[config.mk]
export PLATFORM = sky130hd
export DESIGN_NAME = rc5_cell
export DESIGN_NICKNAME = d
export VERILOG_FILES = /design/src/rtl/rc5_pkg.sv /design/src/rtl/rc5_cell.sv
export SDC_FILE = /design/constraint.sdc
export NUM_CORES = 1
export LEC_CHECK = 0
export ABC_AREA = 1
export BUFFER_PORTS_ARGS = -buffer_cell sky130_fd_sc_hd__buf_2
export CORE_MARGIN = 1
export CORE_UTILIZATION = 40
export CTS_CLUSTER_DIAMETER = 200
export DETAILED_ROUTE_END_ITERATION = 6
export PLACE_DENSITY = 0.74
export SYNTH_ARGS = -nofsm -noshare
export SYNTH_HDL_FRONTEND = slang
export SYNTH_SLANG_ARGS = --single-unit
[constraint.sdc]
create_clock -name i_clk -period 12.9 [get_ports i_clk]
set_input_delay 0.645 -clock i_clk [delete_from_list [all_inputs] [get_ports i_clk]]
set_output_delay 0.645 -clock i_clk [all_outputs]
set_load 0.01 [all_outputs]
[src/rtl/rc5_pkg.sv]
// ----------------------------------------------------------------------------
// rc5_pkg
// shared types, codes and word helpers for the rc5-32 encryption chain
// ----------------------------------------------------------------------------
package rc5_pkg;

    localparam int unsigned WORD_W    = 32;
    localparam int unsigned KEY_IDX_W = 6;
    localparam int unsigned ROT_W     = 5;

    // opcode values
    localparam logic OP_LOAD    = 1'b0;
    localparam logic OP_ENCRYPT = 1'b1;

    // one beat travelling down the chain
    typedef struct packed {
        logic                 enc;   // encrypt beat, produces a result at the end
        logic                 load;  // key load beat, written by the matching cell
        logic [KEY_IDX_W-1:0] idx;
        logic [WORD_W-1:0]    word;  // key word, already byte-swapped
        logic [WORD_W-1:0]    x;     // word being updated next
        logic [WORD_W-1:0]    y;     // word used as rotate amount
    } t_beat;

    function automatic logic [WORD_W-1:0] bswap32(input logic [WORD_W-1:0] v);
        return {v[7:0], v[15:8], v[23:16], v[31:24]};
    endfunction

    function automatic logic [WORD_W-1:0] rotl32(input logic [WORD_W-1:0] v,
                                                  input logic [ROT_W-1:0]  n);
        logic [2*WORD_W-1:0] d;
        d = {v, v} << n;
        return d[2*WORD_W-1:WORD_W];
    endfunction

endpackage

[src/rtl/rc5_cell.sv]
// ----------------------------------------------------------------------------
// rc5_cell
// one half round: holds one key word, x = rotl(x ^ y, y) + key, roles swap
// ----------------------------------------------------------------------------
module rc5_cell #(
    parameter int unsigned KEY_IDX = 2
) (
    input  logic           i_clk,
    input  logic           i_rst_n,
    input  logic           i_adv,
    input  rc5_pkg::t_beat i_beat,
    output rc5_pkg::t_beat o_beat
);
    import rc5_pkg::*;

    localparam logic [KEY_IDX_W-1:0] MY_IDX = KEY_IDX_W'(KEY_IDX);

    logic                 r_enc;
    logic                 r_load;
    logic [KEY_IDX_W-1:0] r_idx;
    logic [WORD_W-1:0]    r_word;
    logic [WORD_W-1:0]    r_x;
    logic [WORD_W-1:0]    r_y;
    logic [WORD_W-1:0]    r_key;
    logic [WORD_W-1:0]    n_y;

    assign n_y = rotl32(i_beat.x ^ i_beat.y, i_beat.y[ROT_W-1:0]) + r_key;

    always_ff @(posedge i_clk) begin
        if (!i_rst_n) begin
            r_enc  <= 1'b0;
            r_load <= 1'b0;
        end else if (i_adv) begin
            r_enc  <= i_beat.enc;
            r_load <= i_beat.load;
        end
    end

    always_ff @(posedge i_clk) begin
        if (i_adv) begin
            r_idx  <= i_beat.idx;
            r_word <= i_beat.word;
            // updated word becomes next cell's rotate source
            r_x    <= i_beat.y;
            r_y    <= n_y;
            if (i_beat.load && i_beat.idx == MY_IDX) begin
                r_key <= i_beat.word;
            end
        end
    end

    assign o_beat = '{enc: r_enc, load: r_load, idx: r_idx, word: r_word, x: r_x, y: r_y};

endmodule

After elaboration in Yosys (flattened, before gate mapping)
Index checks and enable logic that the tools add are counted.
- output and inout bits: 104
- RAM bits: 0
- latch bits: 0
- register bits: 136
- memory bits (read-only): 0
- word-level logic and storage cells: 13
- memories: 0
- input port bits: 107
- bitwise gates (word level): 1
- reduce and logical (&&, ||, !) cells: 2
- $add $sub $neg: 1
- multiply operators: 0
- divide/modulo/power cells: 0
- shift operators: 1
- eq/ne operators: 1
- order comparisons: 0
- muxes and demuxes: 0
- operators by type and width (operator ; count):
    $shl 64x5->64 ; 1
    $add 32x32->32 ; 1
    $xor 32x32->32 ; 1
    $eq 6x2->1 const B ; 1
    $reduce_and 2->1 ; 1
    $logic_and 1x1->1 ; 1

Logic depth before layout (Yosys ltp)
- word-level depth: 3
- depth in mapped cells: 26

Worst setup path after synthesis
Ideal clock, no wire load.
- kind: input to register
- start: input i_beat[99] (netlist name)
- end: register r_key[0], enable pin
- cell stages on the path: 2
- arrival time: 4.234 ns
- data required time: 12.397 ns
- setup slack: 8.163 ns
- path through: or4_1 nor4_1
- word-level cells in the longest chain between the ends: 3
- RTL lines (item ; RTL line ; source):
    start, declared ; rc5_cell.sv:11 ; input rc5_pkg::t_beat i_beat,
    $eq 6x2->1 ; rc5_cell.sv:46 ; if (i_beat.load && i_beat.idx == MY_IDX) begin
    $logic_and 1x1->1 ; rc5_cell.sv:46 ;
    $reduce_and 2->1 (no line) ; -- ;
    end signal, assigned ; rc5_cell.sv:47 ; r_key <= i_beat.word;
    end, declared ; rc5_cell.sv:24 ; logic [WORD_W-1:0] r_key;
No other way between the ends.
A chain may end at the register's enable or synchronous reset.

Worst setup path after layout
- start: input i_beat[2] (netlist name)
- end: register r_y[30] (data pin)
- word-level cells in the longest chain between the ends: 3
- RTL lines (item ; RTL line ; source):
    $xor 32x32->32 ; rc5_cell.sv:27 ; assign n_y = rotl32(i_beat.x ^ i_beat.y, i_beat.y[ROT_W-1:0]) + r_key;
    $shl 64x5->64 (*) ; rc5_pkg.sv:32 ; d = {v, v} << n;
    $add 32x32->32 (*) ; rc5_cell.sv:27 ;
    via n_y[30] ; rc5_cell.sv:25 ; logic [WORD_W-1:0] n_y;
    end signal, assigned ; rc5_cell.sv:45 ; r_y <= n_y;
    end, declared ; rc5_cell.sv:23 ; logic [WORD_W-1:0] r_y;
Mark *: on every way through the listed nets, which the timed path passes. The rest lies on a longest branch.

==> results.yml <==
outcome:
  outcome: "completed"
clock_tree:
  cts_tree: "done"
  insertion_delay_ns: 0.43
  cts_resized: 0
  cts-root-buf: "clkbuf_16"
  cts_setup_buffers: 0
  clk_pin_slew_worst_paths_ns: 0.06
  htreeDepth: 4
  clock-sinks: 136
  cts_buffers: 17
  cts_hold_buf: 0
  clockBufferDepth: 2
worst_setup_path:
  endpoint: "r_y[30]"
  end_kind: "register"
  rrSetupSlack_ns: 10.61
  crit_path_start_kind: "primary input"
  critPathMaxFanout: 38
  cp.required_ns: 13.09
  r2r-start: "r_key[2]"
  cp-startpoint: "i_beat[2]"
  reg2reg_depth: 8
  arrival_ns: 4.36
  r2r_end: "r_y[17]"
  crit_type: "in -> reg"
die:
  die_h_um: 150
  core-area_um2: 21300
  die_w_um: 150
  rows: 53
  num_io_pins: 211
  initial_core_util_pct: 41.3
  design.die.area_um2: 22600
yosys:
  synthArstFlopShare_pct: 0
  postSynthCellCount: 1048
  yosysWarnings: 0
  synth_seq_cells: 136
  synthesis.nets: 1190
  syn_area_um2: 8780
  synth_flop_cell: "edfxtp_1"
  netlist_top_cells_area: "edfxtp_1, nand2_1, nand3_1"
  yosys.area.top_type_share_pct: 45.8
  synth_top_area_cell: "edfxtp_1"
  avgSynthCellArea_um2: 8.38
  ys_seq_area_share_pct: 46.3
  synth-edff-count: 134
  synth.distinct_cells: 43
  synth_commonest_cells: "nand2_1, nand3_1, edfxtp_1, inv_1"
  synth_most_common_cell: "nand2_1"
placement:
  place_hpwl_mm: 20.2
  place_congestion: 0.968
  placed_area_um2: 9950
  portBuffers: 210
  detailedPlace.worstSlack_ns: 8.37
final_layout:
  fill_cells: 2044
  nNetsFinal: 1382
  drive_gt1_share_pct: 23.2
  areaGrowthSynthToFinish_pct: 19.7
  final_util_pct: 49.4
  fin_area_um2: 10500
  n_antenna_cell: 0
timing:
  post-route-period-util_pct: 32.4
  rsz0062_at_grt: "no"
  finClkSkew_ns: 0.0122
  timing.fmax_mhz: 240
  worst_slack_ns: 8.73
  hold_viol_final: 0
  slew_headroom_pct: 45.7
  fin_crit_ns: 4.17
  slew_violations: 0
  worst_slew_pin_slew_ns: 0.815
  setup_viol: 0
  tns_ns: 0
routing:
  viasPerCell: 5.29
  drt_iter0_markers: 785
  ant_nets: 0
  finalWirelength_mm: 25.7
  drc: 0
  dr_total_vias: 8078
  wl_per_cell_um: 16.8
  dr.pass1.iters: 5
grt:
  antenna_found_initial: 0
  grt.overflow.total: 0
  grt_usage_pct: 23.3
  grt_max_degree: 59
  grt_first_pass_wirelength_mm: 39.2
  grt_pass1_vias: 7491
power:
  p_leak_nw: 4.93
  p_per_area_nw_per_um2: 129
  ir_worst_vdd_v: 0.0000738
hold_path:
  hp-start: "i_beat[101]"
  hp-class: "in -> reg"
run:
  maxCapViolations: 0
==> metal layers <==
layer | share of wire [%] | track usage [%] | routed length (um)
met5 | 0 | 0 | 0
met4 | 1.5 | 6.52 | 378
met3 | 7.3 | 5.42 | 1880
met2 | 46 | 36.7 | 11800
met1 | 45 | 32.0 | 11700
==> through the flow <==
| step | hold slack (ns) | total power, W | std cells |
|---|---|---|---|
| finish | 0.403 | 0.00135 | 1528 |
| global route | 0.382 | 0.00142 | 1528 |
| CTS | 0.387 | 0.00136 | 1528 |
| detailed placement | 0.485 | 0.000889 | 1496 |
| global placement | 0.459 | 0.000886 | 1496 |
| floorplan | 0.448 | 0.000768 | 1048 |
==> worst min-delay path by stage <==
stage,end,slack [ns],cells past startpoint
finish,r_idx[5],0.40,1
detailed placement,r_load,0.48,2
floorplan,r_load,0.45,2
CTS,r_idx[5],0.39,1
global placement,r_load,0.46,2
global route,r_idx[1],0.38,1
==> registers in the layout (all words and copies together), names as in the netlist <==
name / cells
r_load: 1
r_word: 32
r_key: 32
r_idx: 6
r_enc: 1
r_y: 32
r_x: 32
==> report_power, final <==
group	switching (W)	internal, W
logic	0.000225	0.000117
clock network	0.000202	0.000268
registers	0.00000837	0.000532
total	0.000436	0.000918
==> final cells by class <==
type                            count  area (um2)  share of cell area [%]
Tap cell                          275         344                    3.27
Clock inverter                     15         140                    1.33
Timing Repair Buffer              212        1070                    10.2
Clock buffer                       17         425                    4.05
Inverter                          103         394                    3.75
Multi-Input combinational cell    770        4080                    38.8
Sequential cell                   136        4060                    38.7
==> kinds of logic (layout without fill, tap and decap cells) <==
logic type | Yosys count | in the layout | synth area share, %
compound gates | 135 | 135 | 9.83
buf+inv | 142 | 347 | 7.39
flops | 136 | 136 | 46.3
xor+xnor | 25 | 25 | 2.49
mux | 2 | 2 | 0.228
fa+ha+maj | 35 | 35 | 5.07
simple gates | 573 | 573 | 28.7
==> critical path, stage by stage <==
cell	delay, ns
buf_2	0.59
inv_2	0.47
nand2_1	0.24
nand3_2	0.07
o21ai_1	0.13
nand2_1	0.07
o21ai_0	0.15
nand2_1	0.11
nand3_1	0.13
nand3_1	0.08
nand2_1	0.09
ha_1	0.13
inv_1	0.08
fa_1	0.42
o21ai_2	0.20
nand2_2	0.09
nand2_4	0.09
nand2_2	0.05
nand2_2	0.09
nand2_2	0.07
nand2_2	0.08
nand4_1	0.11
nand3_1	0.10
nand2_1	0.05
==> placed cells by master (no fill, tap or decap), types with 8 or more instances in the layout <==
cell type	netlist	routed
a21oi_1	40	40
buf_2	15	209
clkbuf_16	0	17
edfxtp_1	134	134
ha_1	34	34
inv_1	97	97
nand2_1	293	293
nand2_2	10	10
nand3_1	200	200
nor2_1	40	40
nor3_1	8	8
o211ai_1	9	9
o211ai_2	11	11
o21ai_0	24	24
o21ai_1	20	20
o21ai_2	8	8
xor2_1	19	19
Power figures use the tool's default switching activity.
