## config.mk

```make
export PLATFORM = sky130hd
export DESIGN_NAME = rc5_front
export DESIGN_NICKNAME = d
export VERILOG_FILES = /design/src/rtl/rc5_pkg.sv /design/src/rtl/rc5_front.sv
export SDC_FILE = /design/constraint.sdc
export NUM_CORES = 1
export LEC_CHECK = 0
export ABC_CLOCK_PERIOD_IN_PS = 3680
export BUFFER_PORTS_ARGS = -buffer_cell sky130_fd_sc_hd__buf_2
export CAP_MARGIN = 5
export CORE_AREA = 5 5 131 133
export DETAILED_ROUTE_END_ITERATION = 7
export DIE_AREA = 0 0 136 138
export MAX_ROUTING_LAYER = met4
export PLACE_DENSITY = 0.79
export SLEW_MARGIN = 20
export SYNTH_ARGS = -nofsm -noshare
export SYNTH_HDL_FRONTEND = slang
export SYNTH_SLANG_ARGS = --single-unit
```

## constraint.sdc

```tcl
create_clock -name i_clk -period 3.68 [get_ports i_clk]
set_input_delay 0.552 -clock i_clk [delete_from_list [all_inputs] [get_ports i_clk]]
set_output_delay 0.552 -clock i_clk [all_outputs]
set_load 0.05 [all_outputs]
```

## src/rtl/rc5_pkg.sv

```systemverilog
// ----------------------------------------------------------------------------
// rc5_pkg
// shared types, codes and word helpers for the rc5-32 encryption chain
// ----------------------------------------------------------------------------
package rc5_pkg;

    localparam int unsigned WORD_W    = 32;
    localparam int unsigned KEY_IDX_W = 6;
    localparam int unsigned ROT_W     = 5;

    // opcode values
    localparam logic OP_LOAD    = 1'b0;
    localparam logic OP_ENCRYPT = 1'b1;

    // one beat travelling down the chain
    typedef struct packed {
        logic                 enc;   // encrypt beat, produces a result at the end
        logic                 load;  // key load beat, written by the matching cell
        logic [KEY_IDX_W-1:0] idx;
        logic [WORD_W-1:0]    word;  // key word, already byte-swapped
        logic [WORD_W-1:0]    x;     // word being updated next
        logic [WORD_W-1:0]    y;     // word used as rotate amount
    } t_beat;

    function automatic logic [WORD_W-1:0] bswap32(input logic [WORD_W-1:0] v);
        return {v[7:0], v[15:8], v[23:16], v[31:24]};
    endfunction

    function automatic logic [WORD_W-1:0] rotl32(input logic [WORD_W-1:0] v,
                                                  input logic [ROT_W-1:0]  n);
        logic [2*WORD_W-1:0] d;
        d = {v, v} << n;
        return d[2*WORD_W-1:WORD_W];
    endfunction

endpackage

```

## src/rtl/rc5_front.sv

```systemverilog
// ----------------------------------------------------------------------------
// rc5_front
// entry cell: byte swap, key words 0 and 1, pre-whitening add
// ----------------------------------------------------------------------------
module rc5_front (
    input  logic                             i_clk,
    input  logic                             i_rst_n,
    input  logic                             i_adv,
    input  logic                             i_valid,
    input  logic                             i_opcode,
    input  logic [rc5_pkg::KEY_IDX_W-1:0]    i_key_index,
    input  logic [rc5_pkg::WORD_W-1:0]       i_key_word,
    input  logic [rc5_pkg::WORD_W-1:0]       i_a_in,
    input  logic [rc5_pkg::WORD_W-1:0]       i_b_in,
    output rc5_pkg::t_beat                   o_beat
);
    import rc5_pkg::*;

    localparam logic [KEY_IDX_W-1:0] IDX_S0 = KEY_IDX_W'(0);
    localparam logic [KEY_IDX_W-1:0] IDX_S1 = KEY_IDX_W'(1);

    logic              r_enc;
    logic              r_load;
    logic [KEY_IDX_W-1:0] r_idx;
    logic [WORD_W-1:0] r_word;
    logic [WORD_W-1:0] r_x;
    logic [WORD_W-1:0] r_y;
    logic [WORD_W-1:0] r_s0;
    logic [WORD_W-1:0] r_s1;
    logic [WORD_W-1:0] n_word;
    logic              n_load;

    assign n_word = bswap32(i_key_word);
    assign n_load = i_valid && (i_opcode == OP_LOAD);

    always_ff @(posedge i_clk) begin
        if (!i_rst_n) begin
            r_enc  <= 1'b0;
            r_load <= 1'b0;
        end else if (i_adv) begin
            r_enc  <= i_valid && (i_opcode == OP_ENCRYPT);
            r_load <= n_load;
        end
    end

    always_ff @(posedge i_clk) begin
        if (i_adv) begin
            r_idx  <= i_key_index;
            r_word <= n_word;
            r_x    <= bswap32(i_a_in) + r_s0;
            r_y    <= bswap32(i_b_in) + r_s1;
            if (n_load && i_key_index == IDX_S0) begin
                r_s0 <= n_word;
            end
            if (n_load && i_key_index == IDX_S1) begin
                r_s1 <= n_word;
            end
        end
    end

    assign o_beat = '{enc: r_enc, load: r_load, idx: r_idx, word: r_word, x: r_x, y: r_y};

endmodule

```

# Word-level counts from Yosys, hierarchy flattened
# Index checks and enable logic that the tools add are counted.
# totals
output_inout_bits	104
in_bits	107
regBits	168
elab_cells	19
# classes
n_eq_ne	1
bitwise_logic	1
addsub	2
n_reduce_logical	7
# op_table
cell	count
32-bit adder	2
6-bit by 1-bit equality test with 1-bit output, second input constant	1
6-bit zero test	1
1-bit logical AND	4
2-bit AND reduction	2
1-bit NOT	1

# Longest topological paths before layout
# Gate-level depths: netlist of run 1.
# depth
word_depth	4
ltp_mapped	10
ltp_nobuf	10

# Worst setup path before layout of run 1
# OpenSTA, ideal clock, no wires.
# synth_timing
path_type	input to register
from	in i_a_in[24] (netlist name)
to	reg r_x[30] (data pin)
cell_stages	10
n_path_buf	0
setup_time_ns	0.262
arrival_time_ns	2.543
slack_ns	0.875
required_time_ns	3.418
path_cell_list	ha_1 fa_1 a211oi_1 o21ai_1 a21oi_1 o211ai_1 a31oi_1 nor2_1 a211oi_1 xnor2_1
# synth_via
elab_chain_len	1
# synth_rtl
element	line_no	rtl
start, declared	rc5_front.sv:13	input logic [rc5_pkg::WORD_W-1:0] i_a_in,
32-bit adder	rc5_front.sv:50	r_x <= bswap32(i_a_in) + r_s0;
end signal, assigned	rc5_front.sv:50	
end, declared	rc5_front.sv:26	logic [WORD_W-1:0] r_x;
# Every way passes these cells.
# A chain may end at the register's enable or synchronous reset.

# Worst setup path in the final report of run 1
# layout_timing
from	reg r_s0[0]
to	reg r_x[30] (data pin)
# layout_via
elab_chain_len	1
# layout_rtl
element	line_no	rtl
start, declared	rc5_front.sv:28	logic [WORD_W-1:0] r_s0;
start signal, assigned	rc5_front.sv:53	r_s0 <= n_word;
32-bit adder	rc5_front.sv:50	
# Every way passes these cells.

==> flow_summary_export.csv, run 1 <==
group,metric,value,unit
global_routing,grt_pass1_vias,5792,
synth,ys_seq_area_share,59.8,%
timing,rsz0062_at_grt,"false",
placed_design,gp_congestion,0.923,
power,p_leak,4.23,nW
synth,synth_top_cell_area_share,59.3,%
floorplanning,num_rows,46,
floorplanning,core-area,0.0157,mm2
timing,post-route-period-util,80.4,%
synth,synth_edf_count,166,
global_routing,antenna_found_initial,2,
synth,avgSynthCellArea,13.2,um2
detailed_routing,drcViolationCount,0,
global_routing,grt_overflow,0,
timing,min_period,2960,ps
setup_path,start_kind,"flop",
global_routing,grt_pass1_wl,30800,um
synth,syn_inst,638,
layout,syn_to_final_growth,23.4,%
global_routing,use_met2,34.4,%
outcome,run_status,"completed",
synth,yosysTopAreaCell,"edfxtp_1",
timing,fin_tns_setup,0,ps
placed_design,dp_hpwl,15000,um
setup_path,rrSetupSlack,720,ps
setup_path,r2r_cells,10,
setup_path,reg2reg_to,"r_x[30]",
synth,syn-num-nets,809,
cts,cts_tree,"done",
detailed_routing,vias,5885,
worst_hold_path,hold_class,"in2reg",
layout,layout-drive-gt1-share,30.2,%
floorplanning,die_width,136,um
detailed_routing,vias_per_cell,5.42,
placed_design,io_buffers,210,
run,max-cap-violations,0,
cts,cts_buffers,17,
timing,setup_viol,0,
detailed_routing,routed_wl,19800,um
timing,max_freq,338,MHz
floorplanning,start_util,53.5,%
global_routing,busiest_layer,"met2",
synth,synth_area_leaders,"edfxtp_1, ha_1, xnor2_1, a21oi_1, xor2_1",
worst_hold_path,min_path_cells,1,
power,power.total,5.12,mW
global_routing,grt_max_degree,55,
synth,ys_types,66,
setup_path,r2r-start,"r_s0[0]",
cts,root_buffer,"clkbuf_16",
cts,numClockSinks,168,
detailed_routing,firstDrtPassIters,7,
cts,cts_resized,0,
setup_path,cp.arrival,3130,ps
cts,clk_pin_slew,70,ps
cts,clk_latency,430,ps
timing,final-hold-violation-count,0,
floorplanning,dieArea,0.0188,mm2
cts,post-cts-setup-buffers,0,
synth,ys_ff_latch,168,
cts,clockBufferDepth,2,
power,ir_drop,0.000281,V
layout,final_cells,1085,
detailed_routing,wl_per_cell,18.3,um
detailed_routing,drtIter0Drc,484,
floorplanning,ios,211,
setup_path,critical_path_peak_fanout,3,
synth,synth_area,0.00840,mm2
synth,ys_async_sr_fraction,0,%
setup_path,crit_type,"reg2reg",
worst_hold_path,min_from,"i_key_index[2]",
placed_design,post-place-cells,1051,
global_routing,gr-usage-all-layers,21.9,%
synth,yosys_most_used_dff,"edfxtp_1",
worst_hold_path,hold_path_end,"r_idx[2]",
synth,ys_warn_count,0,
global_routing,use_met1,29.4,%
setup_path,setup.worst_path.end_class,"flop",
timing,slew-limit-headroom,36.9,%
floorplanning,die_h,138,um
detailed_routing,antenna_left,0,
cts,ctsHoldBuffers,0,
global_routing,use_met3,3.48,%
layout,layout.nets,1025,
setup_path,worstPathRequired,3850,ps
timing,tightest_slew,945,ps
timing,slew_viol_final,0,
timing,skew,12.3,ps
power,power_per_cell_area,494,mW/mm2
cts,htreeDepth,4,
cells by family (layout without fill, tap and decap cells):
logic type               count (synthesis)  in the layout  share of synthesized area [%]
flip-flops                             168            168                           59.8
multiplexers                             1              1                          0.119
buffers and inverters                   34            263                           1.61
XOR/XNOR                                56             56                           5.84
AND/OR/NAND/NOR                        130            130                           7.77
AO/OA/AOI/OAI                          185            185                           15.1
adder cells (fa/ha/maj)                 64             64                           9.71
other                                    0              2                              0
area by class of cell:
cell class	instances	area [um2]
Antenna cell	2	5.00
Clock buffer	21	450
Clock inverter	11	221
Fill cell	1166	5350
Inverter	18	67.6
Multi-Input combinational cell	436	3250
Sequential cell	168	5020
Tap cell	216	270
Timing Repair Buffer	213	1080
through the flow:
step	instance area (um2)	setup slack, ps	util [%]	hold WS, ps
floorplan	8400	875	-	454
global placement	9690	500	61.7	465
finish	10400	721	66.0	314
CTS	10400	736	66.0	299
detailed placement	9690	454	61.7	493
global route	10400	536	66.0	302
cell usage after synthesis (11+ instances only):
cell type	count
edfxtp_1	166
ha_1	62
a21oi_1	53
nor2_1	37
xnor2_1	34
nand2_1	25
o21ai_0	25
a21o_1	22
xor2_1	22
inv_1	18
nand3_1	17
clkbuf_1	13
nand2b_1	11
sequential cells by signal (all words and copies together), names as in the netlist:
register / flops
r_s1: 32
r_x: 32
r_load: 1
r_s0: 32
r_word: 32
r_enc: 1
r_y: 32
r_idx: 6
worst max-delay path by stage:
stage | slack [ps] | startpoint | endpoint | cells past startpoint
after floorplan | 880 | i_a_in[24] | r_x[30] | 10
after global placement | 500 | i_a_in[24] | r_x[30] | 11
after detailed placement | 450 | i_a_in[24] | r_x[30] | 11
after CTS | 740 | r_s1[0] | r_y[30] | 9
after global routing | 540 | r_s0[0] | r_x[30] | 10
final | 720 | r_s0[0] | r_x[30] | 10
worst max-delay path, cell delays in order (launching register included):
cell	delay [ps]
edfxtp_1	370
ha_1	240
fa_1	440
a211oi_1	330
o21ai_1	150
a21oi_1	260
o211ai_1	180
a31oi_1	290
nor2_1	110
a211oi_1	250
xnor2_1	100
report_power, final:
part / internal [mW] / switching (mW)
clock network: 1.30 / 0.720
logic: 0.242 / 0.614
registers: 2.22 / 0.0228
total: 3.76 / 1.36
routing by layer:
layer  share of wire, %  wire length (um)  vias to the layer above
met3                5.0               991                       26
met1                 44              8680                     2766
met2                 49              9770                      189
li1                   -                 -                     2904
met5                  0                 0                        -
met4                1.9               380                        0
layout by cell type (no fill, tap or decap), types with 22 or more instances in the layout:
| master | instances |
|---|---|
| buf_2 | 209 |
| edfxtp_1 | 166 |
| a21oi_1 | 53 |
| xnor2_1 | 34 |
| nand2_1 | 25 |
| o21ai_0 | 25 |
| ha_1 | 62 |
| xor2_1 | 22 |
| a21o_1 | 22 |
| nor2_1 | 35 |
(Power assumes the default switching activity.)
==> inputs of run 2 (changes only) <==
--- a/config.mk
+++ b/config.mk
@@ -5,7 +5,7 @@
 export SDC_FILE = /design/constraint.sdc
 export NUM_CORES = 1
 export LEC_CHECK = 0
-export ABC_CLOCK_PERIOD_IN_PS = 3680
+export ABC_CLOCK_PERIOD_IN_PS = 2900
 export BUFFER_PORTS_ARGS = -buffer_cell sky130_fd_sc_hd__buf_2
 export CAP_MARGIN = 5
 export CORE_AREA = 5 5 131 133
==> constraint.sdc (replaced) <==
create_clock -name i_clk -period 2.9 [get_ports i_clk]
set_input_delay 0.435 -clock i_clk [delete_from_list [all_inputs] [get_ports i_clk]]
set_output_delay 0.435 -clock i_clk [all_outputs]
set_load 0.05 [all_outputs]
==> run 2 against run 1 <==
Via count up 3.9%; largest cell class unchanged; power increased by 26%; cell area grew 1.4%; count of clock-buffer cells in the layout is 3 lower; combinational power increased by 31%; non-clock buffer count grew 18; worst setup slack worse by 630 ps; clock skew is 4.2 ps lower; sequential share of layout area is 0.69 points lower.
==> flow_summary_export.csv, run 2 (same netlist as run 1, synthesis figures left out) <==
group,metric,value,unit
placed_design,dp_hpwl,15400,um
power,power.total,6.45,mW
setup_path,r2r-start,"r_s1[0]",
placed_design,dpl-instance-area,0.00982,mm2
run,max-cap-violations,0,
global_routing,gr-usage-all-layers,22.7,%
placed_design,post-place-cells,1068,
timing,post-route-period-util,96.7,%
power,swShare,27.4,%
worst_hold_path,hold_class,"in2reg",
detailed_routing,firstDrtPassIters,5,
detailed_routing,routed_wl,20700,um
worst_hold_path,min_path_cells,1,
setup_path,cp.arrival,2980,ps
detailed_routing,vias_per_cell,5.54,
layout,fillerInstances,1161,
cts,clk_pin_slew,70,ps
floorplanning,ios,211,
power,switchingPower,1.76,mW
global_routing,grt_pass1_wl,31900,um
power,power_per_cell_area,613,mW/mm2
floorplanning,die_width,136,um
layout,layout-drive-gt1-share,32.7,%
global_routing,grt_overflow,0,
timing,slew_viol_final,0,
cts,root_buffer,"clkbuf_16",
cts,clockBufferDepth,2,
timing,max_freq,357,MHz
global_routing,grt_max_degree,48,
setup_path,setup.worst_path.end_class,"flop",
floorplanning,num_rows,46,
timing,final-hold-violation-count,0,
power,combPwrFrac,17.4,%
setup_path,critPathBufInv,2,
layout,layout_common_cells,"buf_2, edfxtp_1, ha_1",
cts,htreeDepth,4,
floorplanning,core-area,0.0157,mm2
setup_path,max_stage_delay,420,ps
layout,final_cells,1104,
detailed_routing,drtIter0Drc,443,
cts,numClockSinks,168,
power,p_leak,4.31,nW
detailed_routing,wl_per_cell,18.7,um
timing,min_period,2800,ps
setup_path,r2r_cells,11,
global_routing,antenna_found_initial,3,
layout,syn_to_final_growth,25.2,%
detailed_routing,drcViolationCount,0,
setup_path,cp_top_family,"compound AO/OA/AOI/OAI gates",
timing,slew-limit-headroom,61.2,%
global_routing,grt_pass1_vias,6030,
power,clockPowerShare,38.4,%
timing,tightest_slew,582,ps
power,p_int,4.68,mW
setup_path,start_kind,"flop",
power,pwr-share-seq,44.2,%
timing,setup_viol,0,
setup_path,critical_path_peak_fanout,3,
floorplanning,die_h,138,um
layout,layout.nets,1043,
timing,skew,8.08,ps
setup_path,reg2reg_to,"r_y[30]",
cts,clk_latency,430,ps
layout,layout_commonest_cell,"buf_2",
detailed_routing,antenna_left,0,
floorplanning,dieArea,0.0188,mm2
outcome,run_status,"completed",
setup_path,rrSetupSlack,100,ps
cts,ctsHoldBuffers,0,
timing,fin_tns_setup,0,ps
placed_design,gp_congestion,0.892,
power,ir_drop,0.000407,V
layout,fin_area,0.0105,mm2
setup_path,crit_chain,"ha_1, fa_1, a21oi_1, o21ai_1, o41ai_2, buf_4, a31oi_1, a21oi_1, buf_4, o211ai_1, xor2_1",
detailed_routing,vias,6114,
placed_design,io_buffers,210,
setup_path,critical-path-slowest-cell,"fa_1",
setup_path,crit_type,"reg2reg",
floorplanning,start_util,53.5,%
worst_hold_path,hold_path_end,"r_idx[4]",
cts,cts_buffers,17,
cts,cts_tree,"done",
setup_path,worstPathRequired,3070,ps
worst_hold_path,min_from,"i_key_index[4]",
run 2: cell count changes in the layout (fill, tap and decap cells not counted), sizes merged:
| cell | previous run | this run |
|---|---|---|
| clkbuf | 21 | 18 |
| buf | 213 | 231 |
| clkinv | 2 | 5 |
| bufinv | 6 | 5 |
| diode | 2 | 3 |
| inv | 19 | 20 |
run 2: how the worst max path moves through the flow:
stage | start | end | slack, ps | cells past startpoint
final | r_s1[0] | r_y[30] | 100 | 11
after global routing | r_s1[0] | r_y[20] | -20 | 10
after floorplan | i_a_in[24] | r_x[30] | 210 | 10
after CTS | r_s0[0] | r_x[30] | 90 | 10
after detailed placement | i_a_in[24] | r_x[30] | -80 | 11
after global placement | i_a_in[24] | r_x[30] | -0.3 | 11
run 2: worst reg2reg max path, stage by stage (launching register included):
cell and delay [ps]:
edfxtp_1 400, ha_1 240, fa_1 420, a21oi_1 210
o21ai_1 130, o41ai_2 300, buf_4 180, a31oi_1 130
a21oi_1 150, buf_4 140, o211ai_1 100, xor2_1 150
run 2: what timing repair did:
action                     in CTS  in global routing
setup endpoints to repair       0                  9
buffers inserted                0                  1
resized for setup               0                  8
run 2: area by class of cell:
class | instances | area [um2] | share of cell area (%)
Clock inverter | 14 | 221 | 2.11
Inverter | 18 | 67.6 | 0.642
Clock buffer | 18 | 429 | 4.08
Multi-Input combinational cell | 436 | 3290 | 31.2
Tap cell | 216 | 270 | 2.57
Antenna cell | 3 | 7.51 | 0.0714
Timing Repair Buffer | 231 | 1210 | 11.5
Sequential cell | 168 | 5020 | 47.8
run 2: per-layer routing:
layer / routed length, um / part of all wire (%) / global-route usage, % / vias to the layer above
met4: 405 / 2.0 / 7.59 / 0
met2: 10200 / 50 / 35.7 / 233
met3: 1040 / 5.0 / 3.56 / 29
met5: 0 / 0 / - / -
met1: 8980 / 43 / 30.2 / 2915
li1: - / - / - / 2937
run 2: per-stage QoR:
step / hold WS, ps / util [%] / setup slack, ps
floorplan: 454 / - / 212
global placement: 466 / 62.5 / -0.332
detailed placement: 488 / 62.5 / -81.0
CTS: 169 / 66.6 / 85.0
global route: 171 / 66.9 / -16.4
finish: 187 / 66.9 / 95.3
run 2: power groups by stage:
stage	sequential (mW)	clock (mW)	combinational [mW]
2_1_floorplan	3.33	0	0.339
3_3_place_gp	2.90	0	1.10
3_5_place_dp	2.90	0	1.10
4_1_cts	2.85	2.52	1.11
5_1_grt	2.86	2.62	1.19
6_report	2.85	2.48	1.12
==> inputs of run 3 (changes only) <==
--- a/config.mk
+++ b/config.mk
@@ -5,12 +5,13 @@
 export SDC_FILE = /design/constraint.sdc
 export NUM_CORES = 1
 export LEC_CHECK = 0
+export ABC_AREA = 1
 export ABC_CLOCK_PERIOD_IN_PS = 2900
 export BUFFER_PORTS_ARGS = -buffer_cell sky130_fd_sc_hd__buf_2
 export CAP_MARGIN = 5
-export CORE_AREA = 5 5 131 133
+export CORE_AREA = 5 5 140 142
 export DETAILED_ROUTE_END_ITERATION = 7
-export DIE_AREA = 0 0 136 138
+export DIE_AREA = 0 0 145 147
 export MAX_ROUTING_LAYER = met4
 export PLACE_DENSITY = 0.79
 export SLEW_MARGIN = 20
==> run 3 against run 2 <==
Combinational power is 4% higher; flip-flop and latch count is the same; die area increased by 14%; area after synthesis rose by 17%; non-clock buffer count shrank 17; hold slack better by 3.3 ps.
==> flow_summary_export.csv, run 3 <==
group,metric,value,unit
outcome,run_status,"completed",
global_routing,gr-usage-all-layers,24.5,%
global_routing,grt_pass1_wl,40000,um
global_routing,grt_max_degree,63,
floorplanning,ios,211,
cts,clockBufferDepth,2,
synth,synth_edf_count,166,
timing,post-route-period-util,74.6,%
cts,cts_tree,"done",
placed_design,io_buffers,210,
synth,synth_common_cells,"nand2_1, inv_1, edfxtp_1, nor2_1, ha_1",
floorplanning,core-area,0.0183,mm2
timing,fin_tns_setup,0,ps
setup_path,crit_type,"reg2reg",
cts,htreeDepth,4,
detailed_routing,firstDrtPassIters,5,
synth,yosysTopAreaCell,"edfxtp_1",
layout,syn_to_final_growth,20.5,%
synth,synth_area_leaders,"edfxtp_1, nand2_1, inv_1, ha_1, nor2_1",
synth,syn-num-nets,1337,
detailed_routing,routed_wl,25400,um
layout,layout_commonest_cell,"nand2_1",
timing,slew-limit-headroom,47.1,%
power,p_leak,6.24,nW
global_routing,grt_overflow,0,
synth,ys_seq_area_share,51.0,%
timing,holdWs,191,ps
floorplanning,start_util,53.8,%
setup_path,r2r_cells,12,
layout,layout.nets,1568,
power,power.total,6.40,mW
cts,root_buffer,"clkbuf_16",
timing,rsz0062_at_grt,"false",
setup_path,start_kind,"flop",
synth,ys_ff_latch,168,
cts,ctsHoldBuffers,0,
setup_path,rrSetupSlack,740,ps
floorplanning,dieArea,0.0213,mm2
power,ir_drop,0.000404,V
cts,cts_buffers,17,
timing,slew_viol_final,0,
global_routing,use_met2,41.2,%
placed_design,post-place-cells,1612,
global_routing,busiest_layer,"met2",
timing,max_freq,462,MHz
detailed_routing,vias_per_cell,4.97,
timing,skew,11.6,ps
run,max-cap-violations,0,
setup_path,r2r-start,"r_s1[0]",
setup_path,worstPathRequired,3080,ps
setup_path,setup.worst_path.end_class,"flop",
global_routing,use_met3,3.86,%
detailed_routing,wl_per_cell,15.4,um
synth,yosys_most_used_dff,"edfxtp_1",
synth,syn_inst,1166,
cts,numClockSinks,168,
timing,final-hold-violation-count,0,
synth,synth_area,0.00986,mm2
layout,fin_util,64.8,%
worst_hold_path,hold_class,"in2reg",
setup_path,critical_path_peak_fanout,4,
detailed_routing,antenna_left,0,
global_routing,grt_pass1_vias,7946,
placed_design,pre_cts_ws,597,ps
layout,layout_common_cells,"nand2_1, inv_1, buf_2",
global_routing,antenna_found_initial,3,
synth,synth_top_cell_area_share,50.6,%
setup_path,cp.arrival,2350,ps
detailed_routing,drtIter0Drc,658,
layout,layout-drive-gt1-share,21.6,%
cts,post-cts-setup-buffers,0,
synth,ys_async_sr_fraction,0,%
synth,ys_types,24,
setup_path,setup.worst_path.end,"r_y[28]",
cts,clk_pin_slew,70,ps
placed_design,gp_congestion,0.934,
layout,final_cells,1647,
timing,min_period,2160,ps
power,power_per_cell_area,538,mW/mm2
detailed_routing,vias,8182,
timing,setup_viol,0,
synth,ys_warn_count,0,
timing,tightest_slew,794,ps
setup_path,startpoint,"r_s1[0]",
setup_path,reg2reg_to,"r_y[28]",
synth,avgSynthCellArea,8.46,um2
placed_design,dpl-instance-area,0.0113,mm2
synth,yosysMostFrequentCell,"nand2_1",
cts,clk_latency,430,ps
timing,worst_slack,737,ps
cts,cts_resized,0,
floorplanning,num_rows,50,
global_routing,use_met1,30.3,%
floorplanning,die_width,145,um
floorplanning,die_h,147,um
detailed_routing,drcViolationCount,0,
placed_design,dp_hpwl,20000,um
layout,fin_area,0.0119,mm2
-- run 3: cell types whose count changed after synthesis, moves of 9 or more --
cell,previous run,this run
nand2_1,25,442
a21o_1,22,2
a31oi_1,9,0
nand3_2,0,9
o21ai_0,25,0
o21ai_1,9,0
a21oi_1,53,40
clkbuf_1,13,0
nor2_1,37,77
nand2b_1,11,0
inv_1,18,219
nand3_1,17,44
nand2_2,0,29
xnor2_1,34,2
-- run 3: cell type report --
class | instances | area (um2)
clock inverters | 15 | 190
well taps | 234 | 293
repair buffers | 214 | 1100
multi-input cells | 770 | 4000
inverters | 226 | 848
fillers | 1563 | 6450
clock buffers | 17 | 425
flip-flops and latches | 168 | 5020
diodes | 3 | 7.51
-- run 3: worst min path at each step --
stage | from | end | slack, ps | cells after the start
after global placement | r_enc | r_enc | 450 | 2
final | i_key_index[4] | r_idx[4] | 190 | 1
after CTS | i_key_index[4] | r_idx[4] | 170 | 1
after floorplan | r_enc | r_enc | 440 | 2
after detailed placement | r_enc | r_enc | 460 | 2
after global routing | i_key_index[4] | r_idx[4] | 170 | 1
-- run 3: power by group --
part / leakage [nW] / switching [mW] / internal (mW)
Sequential: 1.59 / 0.0279 / 2.81
Combinational: 4.35 / 0.867 / 0.302
Clock: 0.293 / 1.01 / 1.38
Total: 6.24 / 1.91 / 4.49
-- run 3: kinds of logic after synthesis --
family	Yosys count	share of synthesized area (%)
XOR/XNOR	32	2.84
AO/OA/AOI/OAI	48	2.66
flip-flops	168	51.0
buffers and inverters	228	8.76
adder cells (fa/ha/maj)	64	8.27
AND/OR/NAND/NOR	626	26.5
-- run 3: routing by layer --
metal  vias up  part of all wire (%)
li1       4147                     -
met5         -                     0
met3        39                   4.9
met4         0                   2.4
met1      3745                    42
met2       251                    50
-- run 3: critical path, cell delays in order, from the launching register on --
cell and delay (ps):
edfxtp_1 390, ha_1 260, fa_1 450, nand3_1 110, nand3_1 100, nand2_1 90, nand2_2 90, nand2_2 80
nand2_2 70, nand2_1 110, nand2_1 60, nand2_1 60, nand2_1 40
